### src/sv/fan_mode_keypress_setter_macros.svh
// Assertion macros for the fan mode keypress setter.
// Included by the top level; no other dependencies.
`ifndef FAN_MODE_KEYPRESS_SETTER_MACROS_SVH
`define FAN_MODE_KEYPRESS_SETTER_MACROS_SVH

// Same-cycle implication, disabled during reset
`define FMKS_ASSERT_SAME(lbl, clk, rst_n, ante, cons, msg) \
    lbl: assert property (@(posedge clk) disable iff (!rst_n) (ante) |-> (cons)) \
        else $error(msg);

// Next-cycle implication, disabled during reset
`define FMKS_ASSERT_NEXT(lbl, clk, rst_n, ante, cons, msg) \
    lbl: assert property (@(posedge clk) disable iff (!rst_n) (ante) |=> (cons)) \
        else $error(msg);

`endif

### src/sv/fmks_pkg.sv
// Shared types and constants for the fan mode keypress setter.
// No dependencies.
`default_nettype none

package fmks_pkg;

    // Configuration register indexes
    localparam logic REG_PRESS_TIME  = 1'b0;
    localparam logic REG_RETRY_LIMIT = 1'b1;

    localparam int unsigned PADDR_W = 3;
    localparam int unsigned PDATA_W = 32;

    // Register reset values
    localparam logic [15:0] PRESS_TIME_RST  = 16'd100;
    localparam logic [3:0]  RETRY_LIMIT_RST = 4'd10;

    // Indicator line patterns for each valid mode
    localparam logic [2:0] LEVELS_MODE0 = 3'b111;
    localparam logic [2:0] LEVELS_MODE1 = 3'b110;
    localparam logic [2:0] LEVELS_MODE2 = 3'b101;
    localparam logic [2:0] LEVELS_MODE3 = 3'b011;

    localparam logic [2:0] MODE_0       = 3'd0;
    localparam logic [2:0] MODE_1       = 3'd1;
    localparam logic [2:0] MODE_2       = 3'd2;
    localparam logic [2:0] MODE_3       = 3'd3;
    localparam logic [2:0] MODE_INVALID = 3'd4;

    // Operation codes
    localparam logic OP_SCAN = 1'b0;
    localparam logic OP_SET  = 1'b1;

    typedef enum logic [1:0] {
        PHASE_IDLE    = 2'd0,
        PHASE_PRESS   = 2'd1,
        PHASE_RELEASE = 2'd2
    } key_phase_t;

    typedef struct packed {
        logic        operation;
        logic [2:0]  level_bits;
        logic [1:0]  req_mode;
        logic [31:0] time_ms;
    } fmks_item_t;

    typedef struct packed {
        logic [2:0] mode_seen;
        logic       in_target;
        logic       failed;
        logic       key_level;
        logic [3:0] retries_done;
    } fmks_result_t;

    typedef struct packed {
        logic [15:0] press_time;
        logic [3:0]  retry_limit;
    } fmks_cfg_t;

    typedef struct packed {
        logic [1:0]  goal_mode;
        logic [2:0]  last_mode;
        logic        ok_flag;
        logic        fail_flag;
        logic [3:0]  retry_count;
        key_phase_t  key_phase;
        logic [31:0] phase_start;
        logic        key_out;
    } fmks_state_t;

endpackage

`default_nettype wire

### src/sv/fmks_regs.sv
// APB-style configuration registers: press time and retry limit.
// Depends on fmks_pkg.
`default_nettype none

module fmks_regs
    import fmks_pkg::*;
(
    input  wire logic               clk,
    input  wire logic               rst_n,
    input  wire logic               psel,
    input  wire logic               penable,
    input  wire logic               pwrite,
    input  wire logic [PADDR_W-1:0] paddr,
    input  wire logic [PDATA_W-1:0] pwdata,
    output logic      [PDATA_W-1:0] prdata,
    output logic                    pready,
    output fmks_cfg_t               cfg
);

    fmks_cfg_t cfg_reg;
    fmks_cfg_t cfg_next;
    logic      wr_en;

    assign pready = 1'b1;
    assign wr_en  = psel && penable && pwrite;

    // Register write decode; word index is paddr[2]
    always_comb
    begin
        cfg_next = cfg_reg;
        if (wr_en)
        begin
            case (paddr[2])
                REG_PRESS_TIME:  cfg_next.press_time  = pwdata[15:0];
                REG_RETRY_LIMIT: cfg_next.retry_limit = pwdata[3:0];
                default:         cfg_next = cfg_reg;
            endcase
        end
    end

    always_ff @(posedge clk or negedge rst_n)
    begin
        if (!rst_n)
        begin
            cfg_reg.press_time  <= PRESS_TIME_RST;
            cfg_reg.retry_limit <= RETRY_LIMIT_RST;
        end
        else
        begin
            cfg_reg <= cfg_next;
        end
    end

    // Read mux
    always_comb
    begin
        case (paddr[2])
            REG_PRESS_TIME:  prdata = {{(PDATA_W-16){1'b0}}, cfg_reg.press_time};
            REG_RETRY_LIMIT: prdata = {{(PDATA_W-4){1'b0}}, cfg_reg.retry_limit};
            default:         prdata = '0;
        endcase
    end

    assign cfg = cfg_reg;

endmodule

`default_nettype wire

### src/sv/fmks_update.sv
// Next-state logic for one item: mode decode, target compare, retry
// counting and the key press sequencer. Depends on fmks_pkg.
`default_nettype none

module fmks_update
    import fmks_pkg::*;
(
    input  wire fmks_state_t state,
    input  wire fmks_item_t  item,
    input  wire fmks_cfg_t   cfg,
    output fmks_state_t      state_next
);

    logic [2:0]  mode;
    logic [31:0] elapsed;
    logic        phase_done;

    // Indicator decode
    always_comb
    begin
        case (item.level_bits)
            LEVELS_MODE0: mode = MODE_0;
            LEVELS_MODE1: mode = MODE_1;
            LEVELS_MODE2: mode = MODE_2;
            LEVELS_MODE3: mode = MODE_3;
            default:      mode = MODE_INVALID;
        endcase
    end

    // Phase timer, wraps modulo 2^32
    assign elapsed    = item.time_ms - state.phase_start;
    assign phase_done = elapsed >= {16'd0, cfg.press_time};

    always_comb
    begin
        state_next = state;
        if (item.operation == OP_SET)
        begin
            state_next.goal_mode   = item.req_mode;
            state_next.ok_flag     = 1'b0;
            state_next.fail_flag   = 1'b0;
            state_next.retry_count = 4'd0;
            state_next.phase_start = item.time_ms;
            state_next.key_phase   = PHASE_IDLE;
        end
        else
        begin
            state_next.last_mode = mode;
            if (!state.fail_flag)
            begin
                if (mode == {1'b0, state.goal_mode})
                begin
                    state_next.ok_flag     = 1'b1;
                    state_next.retry_count = 4'd0;
                end
                else
                begin
                    state_next.ok_flag = 1'b0;
                    if (state.retry_count < cfg.retry_limit)
                    begin
                        state_next.retry_count = state.retry_count + 4'd1;
                        // One sequencer step
                        case (state.key_phase)
                            PHASE_PRESS:
                            begin
                                if (phase_done)
                                begin
                                    state_next.key_out     = 1'b1;
                                    state_next.phase_start = item.time_ms;
                                    state_next.key_phase   = PHASE_RELEASE;
                                end
                            end
                            PHASE_RELEASE:
                            begin
                                if (phase_done)
                                begin
                                    state_next.key_phase = PHASE_IDLE;
                                end
                            end
                            default:
                            begin
                                state_next.key_out     = 1'b0;
                                state_next.phase_start = item.time_ms;
                                state_next.key_phase   = PHASE_PRESS;
                            end
                        endcase
                    end
                    else
                    begin
                        state_next.fail_flag   = 1'b1;
                        state_next.retry_count = 4'd0;
                    end
                end
            end
        end
    end

endmodule

`default_nettype wire

### src/sv/fan_mode_keypress_setter.sv
// Top level of the fan mode keypress setter: input register, state,
// result register. Depends on fmks_pkg, fmks_regs, fmks_update.
//
//   channel  | direction | handshake                      | payload
//   item     | in        | item_valid / item_stall        | fmks_item_t
//   result   | out       | result_valid / result_stall    | fmks_result_t
//   config   | in        | APB psel/penable/pwrite/pready | 32-bit data
//
// One item per cycle sustained while no result stalls; an item passes the
// input register, then the result register with the state update.
// Reset resets the state and empties both registers; no clearing pass.
// A stalled result holds the result register and a full input register;
// item_stall rises only when both are full and the result is stalled.
`default_nettype none

module fan_mode_keypress_setter
    import fmks_pkg::*;
(
    input  wire logic               clk,
    input  wire logic               rst_n,
    input  wire logic               item_valid,
    output logic                    item_stall,
    input  wire fmks_item_t         item,
    output logic                    result_valid,
    input  wire logic               result_stall,
    output fmks_result_t            result,
    input  wire logic               psel,
    input  wire logic               penable,
    input  wire logic               pwrite,
    input  wire logic [PADDR_W-1:0] paddr,
    input  wire logic [PDATA_W-1:0] pwdata,
    output logic      [PDATA_W-1:0] prdata,
    output logic                    pready
);

    fmks_cfg_t    cfg;
    fmks_item_t   item_reg;
    logic         item_valid_reg;
    fmks_state_t  state_reg;
    fmks_state_t  state_next;
    fmks_result_t result_reg;
    logic         result_valid_reg;
    logic         res_ready;
    logic         item_ready;
    logic         advance;

    fmks_regs u_regs (
        .clk     (clk),
        .rst_n   (rst_n),
        .psel    (psel),
        .penable (penable),
        .pwrite  (pwrite),
        .paddr   (paddr),
        .pwdata  (pwdata),
        .prdata  (prdata),
        .pready  (pready),
        .cfg     (cfg)
    );

    fmks_update u_update (
        .state      (state_reg),
        .item       (item_reg),
        .cfg        (cfg),
        .state_next (state_next)
    );

    // Pipeline flow control
    assign res_ready  = !result_valid_reg || !result_stall;
    assign advance    = item_valid_reg && res_ready;
    assign item_ready = !item_valid_reg || res_ready;
    assign item_stall = !item_ready;

    // Input register
    always_ff @(posedge clk or negedge rst_n)
    begin
        if (!rst_n)
        begin
            item_valid_reg <= 1'b0;
        end
        else if (item_ready)
        begin
            item_valid_reg <= item_valid;
        end
    end

    always_ff @(posedge clk)
    begin
        if (item_ready && item_valid)
        begin
            item_reg <= item;
        end
    end

    // Block state, updated as an item moves into the result register
    always_ff @(posedge clk or negedge rst_n)
    begin
        if (!rst_n)
        begin
            state_reg.goal_mode   <= 2'd0;
            state_reg.last_mode   <= MODE_0;
            state_reg.ok_flag     <= 1'b0;
            state_reg.fail_flag   <= 1'b0;
            state_reg.retry_count <= 4'd0;
            state_reg.key_phase   <= PHASE_IDLE;
            state_reg.phase_start <= 32'd0;
            state_reg.key_out     <= 1'b1;
        end
        else if (advance)
        begin
            state_reg <= state_next;
        end
    end

    // Result register
    always_ff @(posedge clk or negedge rst_n)
    begin
        if (!rst_n)
        begin
            result_valid_reg <= 1'b0;
        end
        else if (res_ready)
        begin
            result_valid_reg <= item_valid_reg;
        end
    end

    always_ff @(posedge clk)
    begin
        if (advance)
        begin
            result_reg.mode_seen    <= state_next.last_mode;
            result_reg.in_target    <= state_next.ok_flag;
            result_reg.failed       <= state_next.fail_flag;
            result_reg.key_level    <= state_next.key_out;
            result_reg.retries_done <= state_next.retry_count;
        end
    end

    assign result_valid = result_valid_reg;
    assign result       = result_reg;

    // Checks
`include "fan_mode_keypress_setter_macros.svh"

    `FMKS_ASSERT_SAME(a_fail_not_ok, clk, rst_n,
        result_valid && result.failed, !result.in_target,
        "failed and in_target both set")
    `FMKS_ASSERT_SAME(a_fail_zero_retry, clk, rst_n,
        result_valid && result.failed, result.retries_done == 4'd0,
        "retry count not cleared on failure")
    `FMKS_ASSERT_SAME(a_release_key_up, clk, rst_n,
        state_reg.key_phase == PHASE_RELEASE, state_reg.key_out,
        "key still pressed in release phase")
    `FMKS_ASSERT_NEXT(a_transfer_held, clk, rst_n,
        item_valid && !item_stall, item_valid_reg,
        "accepted item lost from input register")

endmodule

`default_nettype wire
### config.mk
export PLATFORM = sky130hd
export DESIGN_NAME = fan_mode_keypress_setter
export DESIGN_NICKNAME = d
export VERILOG_FILES = /design/src/sv/fmks_pkg.sv /design/src/sv/fmks_regs.sv /design/src/sv/fmks_update.sv /design/src/sv/fan_mode_keypress_setter.sv
export VERILOG_INCLUDE_DIRS = /design/src /design/src/sv
export SDC_FILE = /design/constraint.sdc
export NUM_CORES = 1
export LEC_CHECK = 0
export ABC_AREA = 1
export BUFFER_PORTS_ARGS = -buffer_cell sky130_fd_sc_hd__buf_2
export CORE_MARGIN = 8
export CORE_UTILIZATION = 58
export DETAILED_ROUTE_END_ITERATION = 12
export PLACE_DENSITY = 0.79
export SETUP_SLACK_MARGIN = 0.1
export SLEW_MARGIN = 20
export SYNTH_ARGS = -nofsm -noshare
export SYNTH_HDL_FRONTEND = slang
export SYNTH_SLANG_ARGS = --single-unit
### constraint.sdc
create_clock -name clk -period 4.15 [get_ports clk]
set_input_delay 0.6225 -clock clk [delete_from_list [all_inputs] [get_ports clk]]
set_output_delay 0.6225 -clock clk [all_outputs]
set_load 0.005 [all_outputs]
; ---- Word-level counts from Yosys, hierarchy flattened
; Cells that the tools add are included.
[word_totals]
out_inout_bits = 45
in_bits = 80
elab_cells = 71
register_bits = 116
[classes]
reduce_logical = 16
muxes = 17
n_bitwise = 1
n_lt_le_gt_ge = 2
n_addsub = 2
n_eq_ne = 12
[ops]
columns = cell, n
row1 = 35-bit 2-to-1 mux, 3
row2 = 33-bit case mux with 2 select lines, 1
row3 = 32-bit case mux with 2 select lines, 1
row4 = 41-bit 2-to-1 mux, 1
row5 = 40-bit 2-to-1 mux, 1
row6 = 32-bit by 16-bit greater-or-equal comparator with 1-bit output, 1
row7 = 32-bit subtractor, 1
row8 = 3-bit case mux with 4 select lines, 1
row9 = 6-bit AND reduction, 2
row10 = "3-bit equality test, second input constant", 3
row11 = 4-bit 2-to-1 mux, 2
row12 = "2-bit inequality test, second input constant", 3
row13 = "3-bit by 2-bit inequality test with 1-bit output, second input constant", 2
row14 = 2-bit AND reduction, 3
row15 = "4-bit by 1-bit adder with 4-bit output, second input constant", 1
row16 = 1-bit logical AND, 4
row17 = 1-bit logical NOT, 4
row18 = 4-bit less-than comparator, 1
row19 = 1-bit 2-to-1 mux, 4
row20 = 2-bit case mux with 2 select lines, 1
row21 = 3-bit by 2-bit equality test with 1-bit output, 1
row22 = "3-bit by 2-bit equality test with 1-bit output, second input constant", 1
row23 = 3-bit 2-to-1 mux, 1
row24 = "2-bit by 1-bit equality test with 1-bit output, second input constant", 1
row25 = 5 further kinds, 6

; ---- Logic depth before layout (Yosys ltp)
[depth]
ltp_word = 8
depth_mapped = 26

; ---- Cells and area by module
; Synthesis repeated with hierarchy kept, for this count alone.
[unflattened]
cells_unflattened = 1519
area_unflattened_um2 = 9760.6
[modules_own_cells]
columns = mod, cells_per_inst, seq_area_each_um2, n_inst, area_per_inst_um2
row1 = fmks_update, 1112, 0.0, 1, 5253.8
row2 = fan_mode_keypress_setter, 259, 2643.8, 1, 3355.7
row3 = fmks_regs, 148, 506.7, 1, 1151.1

; ---- Worst setup path before layout
; Ideal clock, no wire load.
[synth_path]
path_type = flip-flop to flip-flop
start = reg item_reg[2] in the netlist's numbering
end = reg state_reg[12] in the netlist's numbering
path_buffers = 1
slack_ns = 1.101
setup_ns = 0.117
t_arrival_ns = 2.933
synth_period_minus_slack_ns = 3.049
path_stages_with_launch = 25
cell_sequence = edfxtp_1 > ha_1 > nand2_1 > nand2_1 > inv_2 > nand2_4 > nand2_1 > nand2_2 > nand2_1 > nand2_1 > xor2_1 > ha_1 > a21oi_1 > nor2_1 > a211oi_1 > nand3_1 > nor2_1 > nand2_1 > nor2_1 > nand2_1 > o21ai_2 > nand2_2 > buf_6 > nand3_2 > nand2_1
[synth_via]
elab_chain_len = 4
[synth_lines]
columns = item, line
row1 = start: declaration, fan_mode_keypress_setter.sv:37  ; fmks_item_t item_reg;
row2 = start signal: assignment, fan_mode_keypress_setter.sv:90  ; item_reg <= item;
row3 = 32-bit subtractor, fmks_update.sv:31  ; assign elapsed = item.time_ms - state.phase_start;
row4 = 32-bit by 16-bit greater-or-equal comparator with 1-bit output, fmks_update.sv:32  ; assign phase_done = elapsed >= {16'd0, cfg.press_time};
row5 = 3-bit by 2-bit inequality test with 1-bit output (no source line), --
row6 = 6-bit AND reduction (no source line), --
row7 = end signal: assignment, fan_mode_keypress_setter.sv:110  ; state_reg <= state_next;
row8 = end: declaration, fan_mode_keypress_setter.sv:39  ; fmks_state_t state_reg;
; No other way between the ends.
; A chain may end at the register's enable or synchronous reset.

; ---- Final worst setup path
[layout_path]
start = reg item_reg[0] in the netlist's numbering
end = reg state_reg[29] in the netlist's numbering
; The elaborated chain is that of the path after synthesis.

==> impl_metrics.yaml <==
critical_path:
  crit_chain: "inv_1 > ha_1 > fa_1 > inv_1 > nand3_1 > nand3_1 > nand2_1 > nand2_1 > xor2_1 > ha_1 > a21oi_1 > o31a_1 > a21oi_1 > nor2_1 > nand3_1 > nor2_1 > nand3_2 > nand2_2 > nor2_4 > nand3_1 > nand2_1"
  critPathLaunchType: "flop"
  crit_path_frequent_cell: "nand3_1"
  path_buf_inv: 2
  cpPeakStageDelay_ns: 0.52
  critical_path_class: "flop to flop"
  cp.arrival_ns: 4.22
  crit_path_end_kind: "flop"
  startpoint: "item_reg[0]"
  required_ns: 4.51
  crit_fanout: 16
  r2r-start: "item_reg[0]"
  crit_slowest_cell: "nor2_4"
  critPathTopFamily: "simple AND/OR/NAND/NOR gates"
logic_synthesis:
  synth.most_common_cell: "nand2_1"
  synth_top_area_share_pct: 19.4
  synth-seq-cells: 116
  synth_edf_count: 48
  ys_types: 42
  async_reset_ff_share_pct: 58.6
  avgSynthCellArea_um2: 7.23
  ys_warn_count: 0
  ys_top_cells_by_area: "dfrtp_1 19%, edfxtp_1 18%, nand2_1 17%"
  synthCells: 1106
  synth_ff_type: "dfrtp_1"
  yosysSeqAreaShare_pct: 39.4
  syn_area_um2: 7990
  synth_common_cells: "371 x nand2_1, 214 x inv_1, 91 x nor2_1"
  synth_area_leader_cell: "dfrtp_1"
routing:
  dr_wl_met3_um: 1450
  wl_met2_um: 9120
  vias: 7080
  drc_errors: 0
  drtIter0Drc: 597
  highest_layer: "met4"
  drt_first_pass_iters: 5
  vias_per_cell: 5.06
  antenna_left: 0
  finalWirelength_um: 19900
  wl_per_cell_um: 14.2
  wl_met1_um: 8800
timing:
  fin_skew_ns: 0.00542
  timing.final.ws_setup_ns: 0.295
  rsz0062_at_grt: "no"
  relSlewSlack_pct: 31.5
  finalHoldViolations: 0
  period_share_pct: 92.9
  finalMaxSlewViolations: 0
  fmax_mhz: 259
  final-setup-viol-count: 0
  layout_min_cycle_time_ns: 3.85
  setup_tns_ns: 0
  worstMarginPinSlew_ns: 1.03
clock_network:
  clk_pin_slew_ns: 0.06
  cts_buffer_depth: 2
  h-tree-depth: 4
  worstSkewPairLatency_ns: 0.43
  cts_buffers: 17
  cts.sinks: 116
  cts_tree: "done"
  cts_root_buffer: "clkbuf_16"
finish:
  fin_cells: 1398
  antenna_cells: 0
  drive_gt1_share_pct: 14.5
  seqCellArea_um2: 3150
  multiInputGateArea_um2: 3890
  largest_reg_flops: 46
  area_delta_synth_final_pct: 14.7
  fin_nets: 1339
  fillers: 1185
global_routing:
  first_global_vias: 6871
  grt_first_pass_wirelength_um: 32100
  overflow: 0
  grt_max_degree: 44
  grt_usage_pct: 22.5
  antenna_found_initial: 0
die:
  start_util_pct: 58.5
  io_pins: 125
  coreArea_um2: 13700
  die_area_um2: 17800
  die_h_um: 133
  rows: 43
  die_w_um: 133
outcome:
  outcome: "complete, no violations"
placed_design:
  hpwlAfterDp_um: 14900
  dp.cells: 1363
  place_ws_ns: 0.187
  port_buffers: 89
  globalplace.congestion: 0.977
power:
  power_density_nw_per_um2: 690
  p_sw_share_pct: 44.8
  irDropWorstVdd_v: 0.000411
  clkPwrFrac_pct: 22.6
  seqPwrFrac_pct: 25.9
  power_switching_mw: 2.83
  power_leakage_nw: 5.12
  p_comb_share_pct: 51.5
  p_int_mw: 3.50
flow_run:
  maxCapViolations: 0
min_path:
  hp-class: "input pin to async pin"
==> layer usage <==
| layer | vias up | GRT usage [%] |
|---|---|---|
| met3 | 44 | 5.72 |
| met1 | 3213 | 28.2 |
| li1 | 3589 | - |
| met4 | 0 | 8.67 |
| met2 | 234 | 36.4 |
| met5 | - | 0 |
==> layout by cell type, fill, tap and decap left out, drive strengths merged, types with 18 or more instances in the layout <==
cell / count
clkbuf: 19
nand2: 385
nor2: 98
nand3: 82
buf: 95
a21oi: 36
xor2: 18
o21ai: 28
edfxtp: 48
dfrtp: 62
ha: 53
inv: 221
==> per-stage QoR <==
stage / power (mW) / instance area, µm² / hold WS (ns) / utilization, %
floorplan: 4.04 / 8050 / 0.327 / -
global placement: 4.67 / 8520 / 0.436 / 62.3
detailed placement: 4.76 / 8520 / 0.459 / 62.3
CTS: 6.25 / 9090 / 0.358 / 66.6
global route: 6.86 / 9170 / 0.117 / 67.1
finish: 6.33 / 9170 / 0.0991 / 67.1
==> final cells by class <==
type | instances | area share (%)
inverter | 216 | 8.84
sequential | 116 | 34.4
clock buffer | 19 | 4.95
clock inverter | 13 | 1.32
tap | 180 | 2.46
timing repair buffer | 95 | 5.66
multi-input combinational | 759 | 42.4
==> worst paths after layout <==
path                                      end  cells past startpoint  slack, ns
worst max register to register  state_reg[29]                     21       0.30
max in group asynchronous       state_reg[22]                      2       3.36
worst min-delay path             state_reg[9]                      1        0.1
worst max-delay path            state_reg[29]                     21       0.30
worst min register to register   state_reg[0]                      2       0.47
min in group clk                 item_reg[24]                      1       0.37
==> power by group through the flow <==
stage / Combinational (mW) / Clock, mW / Sequential [mW]
after global routing: 3.71 / 1.49 / 1.67
final: 3.26 / 1.43 / 1.64
after detailed placement: 3.10 / 0 / 1.65
after floorplan: 2.42 / 0 / 1.62
after CTS: 3.18 / 1.44 / 1.64
after global placement: 3.03 / 0 / 1.64
==> repair_timing <==
| item | CTS | global route |
|---|---|---|
| setup endpoints to repair | 1 | 32 |
| setup buffers | 0 | 1 |
| hold buffers | 0 | 0 |
| endpoints found under the hold margin | 0 | 0 |
| gates cloned | 0 | 1 |
| resized for setup | 0 | 8 |
| pin swaps | 0 | 2 |
==> kinds of logic after synthesis <==
family	share of synthesized area, %
multiplexers	0.141
other	0.0940
XOR/XNOR	2.08
flip-flops	39.4
AND/OR/NAND/NOR	31.4
AO/OA/AOI/OAI	5.29
adder cells (fa/ha/maj)	8.55
buffers and inverters	13.0
Power figures use the tool's default switching activity.
